### src/design/micu_pkg.sv
package micu_pkg;

  // Operand and result width
  localparam int WIDTH = 32;
  // Bit counter width for the serial units
  localparam int CNT_W = $clog2(WIDTH);

  // Command codes
  localparam logic [1:0] CMD_GCD   = 2'd0;
  localparam logic [1:0] CMD_INV   = 2'd1;
  localparam logic [1:0] CMD_SOLVE = 2'd2;

  // Status codes
  localparam logic [1:0] ST_OK      = 2'd0;
  localparam logic [1:0] ST_NOINV   = 2'd1;
  localparam logic [1:0] ST_ZEROMOD = 2'd2;

endpackage

### src/design/micu_div.sv
// Restoring divider, one quotient bit per cycle. Divisor must be nonzero.
module micu_div (
  input  logic                      clk_i,
  input  logic                      rst_ni,
  input  logic                      start_i,
  input  logic [micu_pkg::WIDTH-1:0] dividend_i,
  input  logic [micu_pkg::WIDTH-1:0] divisor_i,
  output logic                      done_o,
  output logic [micu_pkg::WIDTH-1:0] quotient_o,
  output logic [micu_pkg::WIDTH-1:0] remainder_o
);

  logic                        busy_q, done_q;
  logic [micu_pkg::CNT_W-1:0]  cnt_q;
  logic [micu_pkg::WIDTH-1:0]  rem_q, quo_q, div_q;
  logic [micu_pkg::WIDTH:0]    trial;
  logic [micu_pkg::WIDTH-1:0]  trial_sub;
  logic                        fits;

  // Trial subtraction of the shifted partial remainder; the difference fits in
  // WIDTH bits whenever it is kept
  assign trial     = {rem_q, quo_q[micu_pkg::WIDTH-1]};
  assign trial_sub = trial[micu_pkg::WIDTH-1:0] - div_q;
  assign fits      = (trial >= {1'b0, div_q});

  // Control
  always_ff @(posedge clk_i or negedge rst_ni) begin
    if (!rst_ni) begin
      busy_q <= 1'b0;
      done_q <= 1'b0;
      cnt_q  <= '0;
    end else begin
      done_q <= 1'b0;
      if (start_i && !busy_q) begin
        busy_q <= 1'b1;
        cnt_q  <= micu_pkg::CNT_W'(micu_pkg::WIDTH - 1);
      end else if (busy_q) begin
        if (cnt_q == '0) begin
          busy_q <= 1'b0;
          done_q <= 1'b1;
        end else begin
          cnt_q <= cnt_q - 1'b1;
        end
      end
    end
  end

  // Datapath
  always_ff @(posedge clk_i) begin
    if (start_i && !busy_q) begin
      rem_q <= '0;
      quo_q <= dividend_i;
      div_q <= divisor_i;
    end else if (busy_q) begin
      rem_q <= fits ? trial_sub : trial[micu_pkg::WIDTH-1:0];
      quo_q <= {quo_q[micu_pkg::WIDTH-2:0], fits};
    end
  end

  assign done_o      = done_q;
  assign quotient_o  = quo_q;
  assign remainder_o = rem_q;

endmodule

### src/design/modular_inverse_congruence_unit.sv
// Gcd, modular inverse and linear congruence solver. One item is taken at a
// time: in_ready_o is high only while the sequencer is idle. Each Euclid step
// runs through a shared serial divider; for the inverse each step also runs a
// shift-and-add modular multiply, one mod-add per cycle, and solve adds one
// more reduction and multiply. Zero modulus and the unused command go
// straight to the done state. A finished result sits in the output register
// while the next item is taken.
module modular_inverse_congruence_unit (
  input  logic                       clk_i,
  input  logic                       rst_ni,
  input  logic                       in_valid_i,
  output logic                       in_ready_o,
  input  logic [1:0]                 cmd_i,
  input  logic [micu_pkg::WIDTH-1:0] operand_a_i,
  input  logic [micu_pkg::WIDTH-1:0] operand_b_i,
  input  logic [micu_pkg::WIDTH-1:0] modulus_i,
  output logic                       out_valid_o,
  input  logic                       out_ready_i,
  output logic [micu_pkg::WIDTH-1:0] value_o,
  output logic [1:0]                 status_o
);

  localparam int W = micu_pkg::WIDTH;

  localparam logic [3:0] S_IDLE = 4'd0;
  localparam logic [3:0] S_GCD  = 4'd1;
  localparam logic [3:0] S_RED  = 4'd2;
  localparam logic [3:0] S_LOOP = 4'd3;
  localparam logic [3:0] S_QDIV = 4'd4;
  localparam logic [3:0] S_MUL  = 4'd5;
  localparam logic [3:0] S_SUB  = 4'd6;
  localparam logic [3:0] S_BRED = 4'd7;
  localparam logic [3:0] S_DONE = 4'd8;

  logic [3:0]                 state_q, state_d;
  logic [1:0]                 cmd_q;
  logic [W-1:0]               b_q, m_q, r0_q, r1_q, s0_q, s1_q;
  logic [W-1:0]               acc_q, mx_q, my_q, res_q;
  logic [1:0]                 st_q;
  logic [micu_pkg::CNT_W-1:0] cnt_q;
  logic                       phase_q, fin_q;
  logic                       out_valid_q;
  logic [W-1:0]               value_q;
  logic [1:0]                 status_q;

  logic         accept;
  logic         div_start, div_done;
  logic [W-1:0] div_a, div_b, div_quo, div_rem;
  logic [W-1:0] add_y;
  logic [W:0]   add_sum;
  logic [W-1:0] addm_res;
  logic [W-1:0] sub_diff, subm_res;
  logic         mul_last;

  assign accept = in_valid_i && (state_q == S_IDLE);

  // Shared serial divider
  micu_div u_div (
    .clk_i      (clk_i),
    .rst_ni     (rst_ni),
    .start_i    (div_start),
    .dividend_i (div_a),
    .divisor_i  (div_b),
    .done_o     (div_done),
    .quotient_o (div_quo),
    .remainder_o(div_rem)
  );

  // Mod-add unit: doubling in phase 0, adding the multiplicand in phase 1
  assign add_y    = phase_q ? mx_q : acc_q;
  assign add_sum  = {1'b0, acc_q} + {1'b0, add_y};
  assign addm_res = (add_sum >= {1'b0, m_q}) ? W'(add_sum - {1'b0, m_q}) : add_sum[W-1:0];

  // Mod-subtract for the next Bezout coefficient
  assign sub_diff = s0_q - acc_q;
  assign subm_res = (s0_q >= acc_q) ? sub_diff : sub_diff + m_q;

  assign mul_last = (cnt_q == '0) && (phase_q || !my_q[W-1]);

  // Divider request selection
  always_comb begin
    div_start = 1'b0;
    div_a     = r0_q;
    div_b     = r1_q;
    case (state_q)
      S_IDLE: begin
        div_a = operand_a_i;
        if (accept) begin
          if (cmd_i == micu_pkg::CMD_GCD) begin
            div_b     = operand_b_i;
            div_start = (operand_b_i != '0);
          end else if (cmd_i == micu_pkg::CMD_INV || cmd_i == micu_pkg::CMD_SOLVE) begin
            div_b     = modulus_i;
            div_start = (modulus_i != '0);
          end
        end
      end
      S_GCD: begin
        div_a     = r1_q;
        div_b     = div_rem;
        div_start = div_done && (div_rem != '0);
      end
      S_LOOP: begin
        if (r1_q != '0) begin
          div_start = 1'b1;
        end else begin
          div_a     = b_q;
          div_b     = m_q;
          div_start = (r0_q == W'(1)) && (cmd_q == micu_pkg::CMD_SOLVE);
        end
      end
      default: begin
        div_start = 1'b0;
      end
    endcase
  end

  // Sequencer next state
  always_comb begin
    state_d = state_q;
    case (state_q)
      S_IDLE: begin
        if (accept) begin
          if (cmd_i == micu_pkg::CMD_GCD) begin
            state_d = (operand_b_i != '0) ? S_GCD : S_DONE;
          end else if (cmd_i == micu_pkg::CMD_INV || cmd_i == micu_pkg::CMD_SOLVE) begin
            state_d = (modulus_i != '0) ? S_RED : S_DONE;
          end else begin
            state_d = S_DONE;
          end
        end
      end
      S_GCD:  if (div_done && div_rem == '0) state_d = S_DONE;
      S_RED:  if (div_done) state_d = S_LOOP;
      S_LOOP: begin
        if (r1_q != '0) begin
          state_d = S_QDIV;
        end else if (r0_q == W'(1) && cmd_q == micu_pkg::CMD_SOLVE) begin
          state_d = S_BRED;
        end else begin
          state_d = S_DONE;
        end
      end
      S_QDIV: if (div_done) state_d = S_MUL;
      S_MUL:  if (mul_last) state_d = fin_q ? S_DONE : S_SUB;
      S_SUB:  state_d = S_LOOP;
      S_BRED: if (div_done) state_d = S_MUL;
      S_DONE: if (!out_valid_q || out_ready_i) state_d = S_IDLE;
      default: state_d = S_IDLE;
    endcase
  end

  always_ff @(posedge clk_i or negedge rst_ni) begin
    if (!rst_ni) begin
      state_q <= S_IDLE;
    end else begin
      state_q <= state_d;
    end
  end

  // Working registers
  always_ff @(posedge clk_i) begin
    case (state_q)
      S_IDLE: begin
        if (accept) begin
          cmd_q <= cmd_i;
          b_q   <= operand_b_i;
          m_q   <= modulus_i;
          s0_q  <= '0;
          s1_q  <= (modulus_i == W'(1)) ? '0 : W'(1);
          res_q <= '0;
          st_q  <= micu_pkg::ST_OK;
          if (cmd_i == micu_pkg::CMD_GCD) begin
            r0_q  <= operand_a_i;
            r1_q  <= operand_b_i;
            res_q <= operand_a_i;
          end else if (cmd_i == micu_pkg::CMD_INV || cmd_i == micu_pkg::CMD_SOLVE) begin
            r0_q <= modulus_i;
            if (modulus_i == '0) st_q <= micu_pkg::ST_ZEROMOD;
          end
        end
      end
      S_GCD: begin
        if (div_done) begin
          r0_q  <= r1_q;
          r1_q  <= div_rem;
          res_q <= r1_q;
        end
      end
      S_RED: begin
        if (div_done) r1_q <= div_rem;
      end
      S_LOOP: begin
        if (r1_q == '0) begin
          if (r0_q != W'(1)) begin
            st_q  <= micu_pkg::ST_NOINV;
            res_q <= '0;
          end else begin
            res_q <= s0_q;
          end
        end
      end
      S_QDIV: begin
        if (div_done) begin
          // q can equal m only on the first step; q mod m is then zero
          mx_q    <= (div_quo == m_q) ? '0 : div_quo;
          my_q    <= s1_q;
          acc_q   <= '0;
          cnt_q   <= micu_pkg::CNT_W'(W - 1);
          phase_q <= 1'b0;
          fin_q   <= 1'b0;
          r0_q    <= r1_q;
          r1_q    <= div_rem;
        end
      end
      S_BRED: begin
        if (div_done) begin
          mx_q    <= s0_q;
          my_q    <= div_rem;
          acc_q   <= '0;
          cnt_q   <= micu_pkg::CNT_W'(W - 1);
          phase_q <= 1'b0;
          fin_q   <= 1'b1;
        end
      end
      S_MUL: begin
        acc_q <= addm_res;
        if (!phase_q && my_q[W-1]) begin
          phase_q <= 1'b1;
        end else begin
          phase_q <= 1'b0;
          my_q    <= {my_q[W-2:0], 1'b0};
          if (cnt_q != '0) cnt_q <= cnt_q - 1'b1;
        end
        if (mul_last && fin_q) res_q <= addm_res;
      end
      S_SUB: begin
        s0_q <= s1_q;
        s1_q <= subm_res;
      end
      default: begin
      end
    endcase
  end

  // Output register
  always_ff @(posedge clk_i or negedge rst_ni) begin
    if (!rst_ni) begin
      out_valid_q <= 1'b0;
    end else if (state_q == S_DONE && (!out_valid_q || out_ready_i)) begin
      out_valid_q <= 1'b1;
    end else if (out_ready_i) begin
      out_valid_q <= 1'b0;
    end
  end

  always_ff @(posedge clk_i) begin
    if (state_q == S_DONE && (!out_valid_q || out_ready_i)) begin
      value_q  <= res_q;
      status_q <= st_q;
    end
  end

  assign in_ready_o  = (state_q == S_IDLE);
  assign out_valid_o = out_valid_q;
  assign value_o     = value_q;
  assign status_o    = status_q;

endmodule
### config.mk
export PLATFORM = sky130hd
export DESIGN_NAME = modular_inverse_congruence_unit
export DESIGN_NICKNAME = d
export VERILOG_FILES = /design/src/design/micu_pkg.sv /design/src/design/micu_div.sv /design/src/design/modular_inverse_congruence_unit.sv
export SDC_FILE = /design/constraint.sdc
export NUM_CORES = 1
export LEC_CHECK = 0
export BUFFER_PORTS_ARGS = -buffer_cell sky130_fd_sc_hd__clkbuf_2
export CORE_MARGIN = 4
export CORE_UTILIZATION = 45
export CTS_CLUSTER_SIZE = 40
export DETAILED_ROUTE_END_ITERATION = 10
export GPL_TIMING_DRIVEN = 0
export SLEW_MARGIN = 20
export SYNTH_ARGS = -nofsm -noshare
export SYNTH_HDL_FRONTEND = slang
export SYNTH_HIERARCHICAL = 1
export SYNTH_SLANG_ARGS = --single-unit
### constraint.sdc
create_clock -name clk_i -period 6.24 [get_ports clk_i]
set_input_delay 0.624 -clock clk_i [delete_from_list [all_inputs] [get_ports clk_i]]
set_output_delay 0.624 -clock clk_i [all_outputs]
set_load 0.03 [all_outputs]
==> reports/qor.csv <==
stage,metric,value,unit
yosys,most common cell in the synthesized netlist,nand2_1,
drt,Detailed Routing Iterations Pass 1,9,
final_layout,final instance area,34900,µm²
critical_path,Max stage delay on crit path,420,ps
sta,Final Skew,29.5,ps
die,die area,72800,µm²
sta,max-slew violations,0,
critical_path,"Arr. time, crit path",6450,ps
die,Initial Utilization,45.7,%
final_layout,number of diodes,0,
sta,RSZ-0062 raised after global routing,false,
yosys,Post-Syn Nets,3402,
critical_path,"delay-heaviest family, CP",compound AO/OA/AOI/OAI gates,
die,core area,67500,µm²
hold_path,Worst Hold Depth,1,
critical_path,Worst Setup End Kind,flip-flop,
final_layout,NumNets Final,3617,
sta,post-route clock period utilization,97.3,%
placement,DP Wirelength,97200,µm
critical_path,CP cell instances,"buf_4, mux2_2, ha_2, fa_2, a211oi_2, o21bai_2, a221o_2, o21ba_4, o311ai_4, buf_4, a21oi_1, nor2_1, xnor2_1, ha_2, nand2_1, nor2_1, nand2_1, a2111o_1, nand4b_1, a21o_1, nor4_1, a311oi_2, o31ai_4, a311o_1",
sta,slew margin rel.,21.4,%
cts,Max clock buf depth,3,
drt,wire per inst,28.2,µm
critical_path,worst reg2reg path depth,24,
sta,Final Hold Vio Count,0,
die,Die Span Y,270,µm
sta,fin worst setup slack,166,ps
grt,vias in the first global route,26202,
critical_path,"reg-to-reg slack, setup",170,ps
yosys,distinct cell type count after synthesis,102,
status,status,finished clean,
cts,TritonCTS Buffers,53,
grt,first-pass GRT wire length,174000,µm
final_layout,Filler Cells Inserted,6213,
yosys,register area share after synthesis,44.8,%
final_layout,share of cells above drive strength 1,11.4,%
critical_path,CP bufs+invs,2,
flow_run,Max Cap Violations,0,
hold_path,Hold Crit Start,operand_b_i[27],
yosys,"FFs w/ async S/R, synth",2.54,%
power_and_ir_drop,maximum vdd drop,0.260,mV
final_layout,final core occ,51.7,%
hold_path,Hold Crit Class,in2reg,
die,Die W,270,µm
critical_path,Worst EP required,6620,ps
cts,Clock Root Buffer,clkbuf_16,
power_and_ir_drop,power per standard cell area,501,nW/µm²
yosys,syn avg cell area,9.85,µm²
drt,Remaining DRCs,0,
die,Row Count,95,
final_layout,"Cell Count, Final, Fillers Out",4265,
drt,vias after detailed routing,26534,
cts,Clock Latency Late Sink,630,ps
critical_path,reg2reg end,res_q[28],
sta,min Tclk post-route,6070,ps
final_layout,Area Overhead vs Synth,13.2,%
yosys,Yosys warnings,6,
sta,Max Clk Rate,165,MHz
yosys,Post-synth EDFFs,429,
yosys,Commonest cells post-synth,"462 x nand2_1, 429 x edfxtp_1, 204 x nor2_1",
sta,Final Setup Violations,0,
yosys,leading area contributor after synthesis,edfxtp_1,
cts,htree depth,2,
yosys,Synth area leaders,"edfxtp_1 42%, ha_1 6.6%, nand2_1 5.6%",
placement,Inst Count DP,4153,
cts,CTS tree,yes,
placement,GP Congestion,0.982,
critical_path,worst reg2reg startpoint,phase_q,
drt,Initial DRC Count,3124,
cts,Worst-path clk slew,60,ps
sta,hold slack,224,ps
drt,antenna-violating nets left,0,
sta,transition time at the pin with the least slew margin,1180,ps
grt,GRT Resource Usage Total,31.9,%
hold_path,hold-critical path endpoint,b_q[27],
grt,grt total ovfl,0,
drt,number of vias per cell,6.22,
cts,clock sinks,473,
critical_path,CP max FO,5,
yosys,Yosys top cell area share,41.8,%
grt,initial antenna violation count,6,
yosys,Synth Flop Type,edfxtp_1,
placement,placed cell areas,33000,µm²
critical_path,startpoint types,flip-flop,
critical_path,"Max stage delay cell, worst path",fa_2,
die,IO Count,138,
yosys,"FF+latch count, synth",473,
drt,Routed WL,120000,µm
critical_path,crit path kind,reg2reg,
power_and_ir_drop,Leakage Power,14.0,nW
yosys,mapped cell area,30900,µm²
yosys,Post-Syn Instances,3132,
placement,# port buffers,137,
placement,Setup WS pre-CTS,-963,ps
grt,largest net degree at the start of global routing,51,
-- cell usage in the layout (no fill, tap or decap), types with 92 or more instances in the layout --
| master | count |
|---|---|
| a21oi_1 | 188 |
| a222oi_1 | 92 |
| clkbuf_1 | 128 |
| clkbuf_2 | 142 |
| edfxtp_1 | 429 |
| ha_1 | 160 |
| inv_1 | 154 |
| mux2i_1 | 142 |
| nand2_1 | 460 |
| nor2_1 | 203 |
| o21ai_0 | 190 |
| xnor2_1 | 121 |
-- through the flow --
step	power, mW	setup TNS, ps
after floorplan	11.1	0
after global placement	14.0	-232560
after detailed placement	14.1	-41790
after CTS	17.3	-21.4
after global routing	18.4	0
final	17.5	0
-- registers in the layout, indices dropped and copies added, names as in the netlist, 2 cells and up --
name,cells
u_div/div_q,32
r0_q,32
state_q,4
res_q,32
u_div/cnt_q,5
value_o,32
st_q,2
acc_q,32
status_o,2
m_q,32
cnt_q,5
s1_q,32
s0_q,32
u_div/remainder_o,32
b_q,32
mx_q,32
my_q,32
u_div/quotient_o,32
cmd_q,2
r1_q,32
-- power by group --
group | switching, mW | internal, mW
Clock | 1.37 | 1.73
Sequential | 1.14 | 4.86
Combinational | 5.30 | 3.11
-- worst register-to-register path, delay by kind of cell (launching register included) --
family | cells | cell delay (ps)
AOI/OAI and AO/OA | 11 | 2870
adders and majority gates | 3 | 1020
and+or+nand+nor | 6 | 810
DFF | 1 | 390
buffers and inverters | 2 | 360
muxes | 1 | 280
xor gates and xnor gates | 1 | 110
-- final cells by class --
class / count / area, µm² / share of cell area, %
plain buffers: 153 / 677 / 1.94
clock buffers: 73 / 1460 / 4.19
clock inverters: 27 / 214 / 0.613
inverters: 160 / 601 / 1.72
multi-input cells: 2345 / 16000 / 45.8
flip-flops and latches: 473 / 13800 / 39.6
well taps: 873 / 1090 / 3.13
repair buffers: 161 / 1050 / 3.02
-- metal layers --
| metal | up-vias | GRT usage, % | share of wire [%] |
|---|---|---|---|
| li1 | 12192 | - | - |
| met2 | 1298 | 51.4 | 45 |
| met4 | 2 | 15.7 | 5.8 |
| met1 | 12769 | 42.9 | 42 |
| met5 | - | 0 | 0.011 |
| met3 | 273 | 4.02 | 7.4 |
-- timing repair --
| item | in CTS | in global routing |
|---|---|---|
| gates resized for setup | 21 | 20 |
| hold buffers | 1 | 0 |
| setup buffers | 8 | 4 |
| pin swaps | 8 | 12 |
| setup endpoints to repair | 64 | 43 |
| endpoints found under the hold margin | 12 | 0 |
-- logic make-up after synthesis --
group | after synthesis | share of synthesized area, %
XOR/XNOR | 157 | 4.46
AO/OA/AOI/OAI | 847 | 19.1
multiplexers | 178 | 5.92
buffers and inverters | 314 | 4.10
flip-flops | 473 | 44.8
AND/OR/NAND/NOR | 995 | 14.7
adder cells (fa/ha/maj) | 168 | 6.93
-- how the worst max path moves through the flow --
stage / from / endpoint / slack, ps / cells after the start
2_1_floorplan: phase_q / res_q[1] / 490 / 24
3_3_place_gp: state_q[3] / u_div/quotient_o[22] / -2290 / 14
3_5_place_dp: phase_q / res_q[27] / -960 / 23
4_1_cts: phase_q / res_q[28] / -20 / 23
5_1_grt: phase_q / res_q[21] / 2 / 26
6_report: phase_q / res_q[28] / 170 / 24
(Power assumes the default switching activity.)
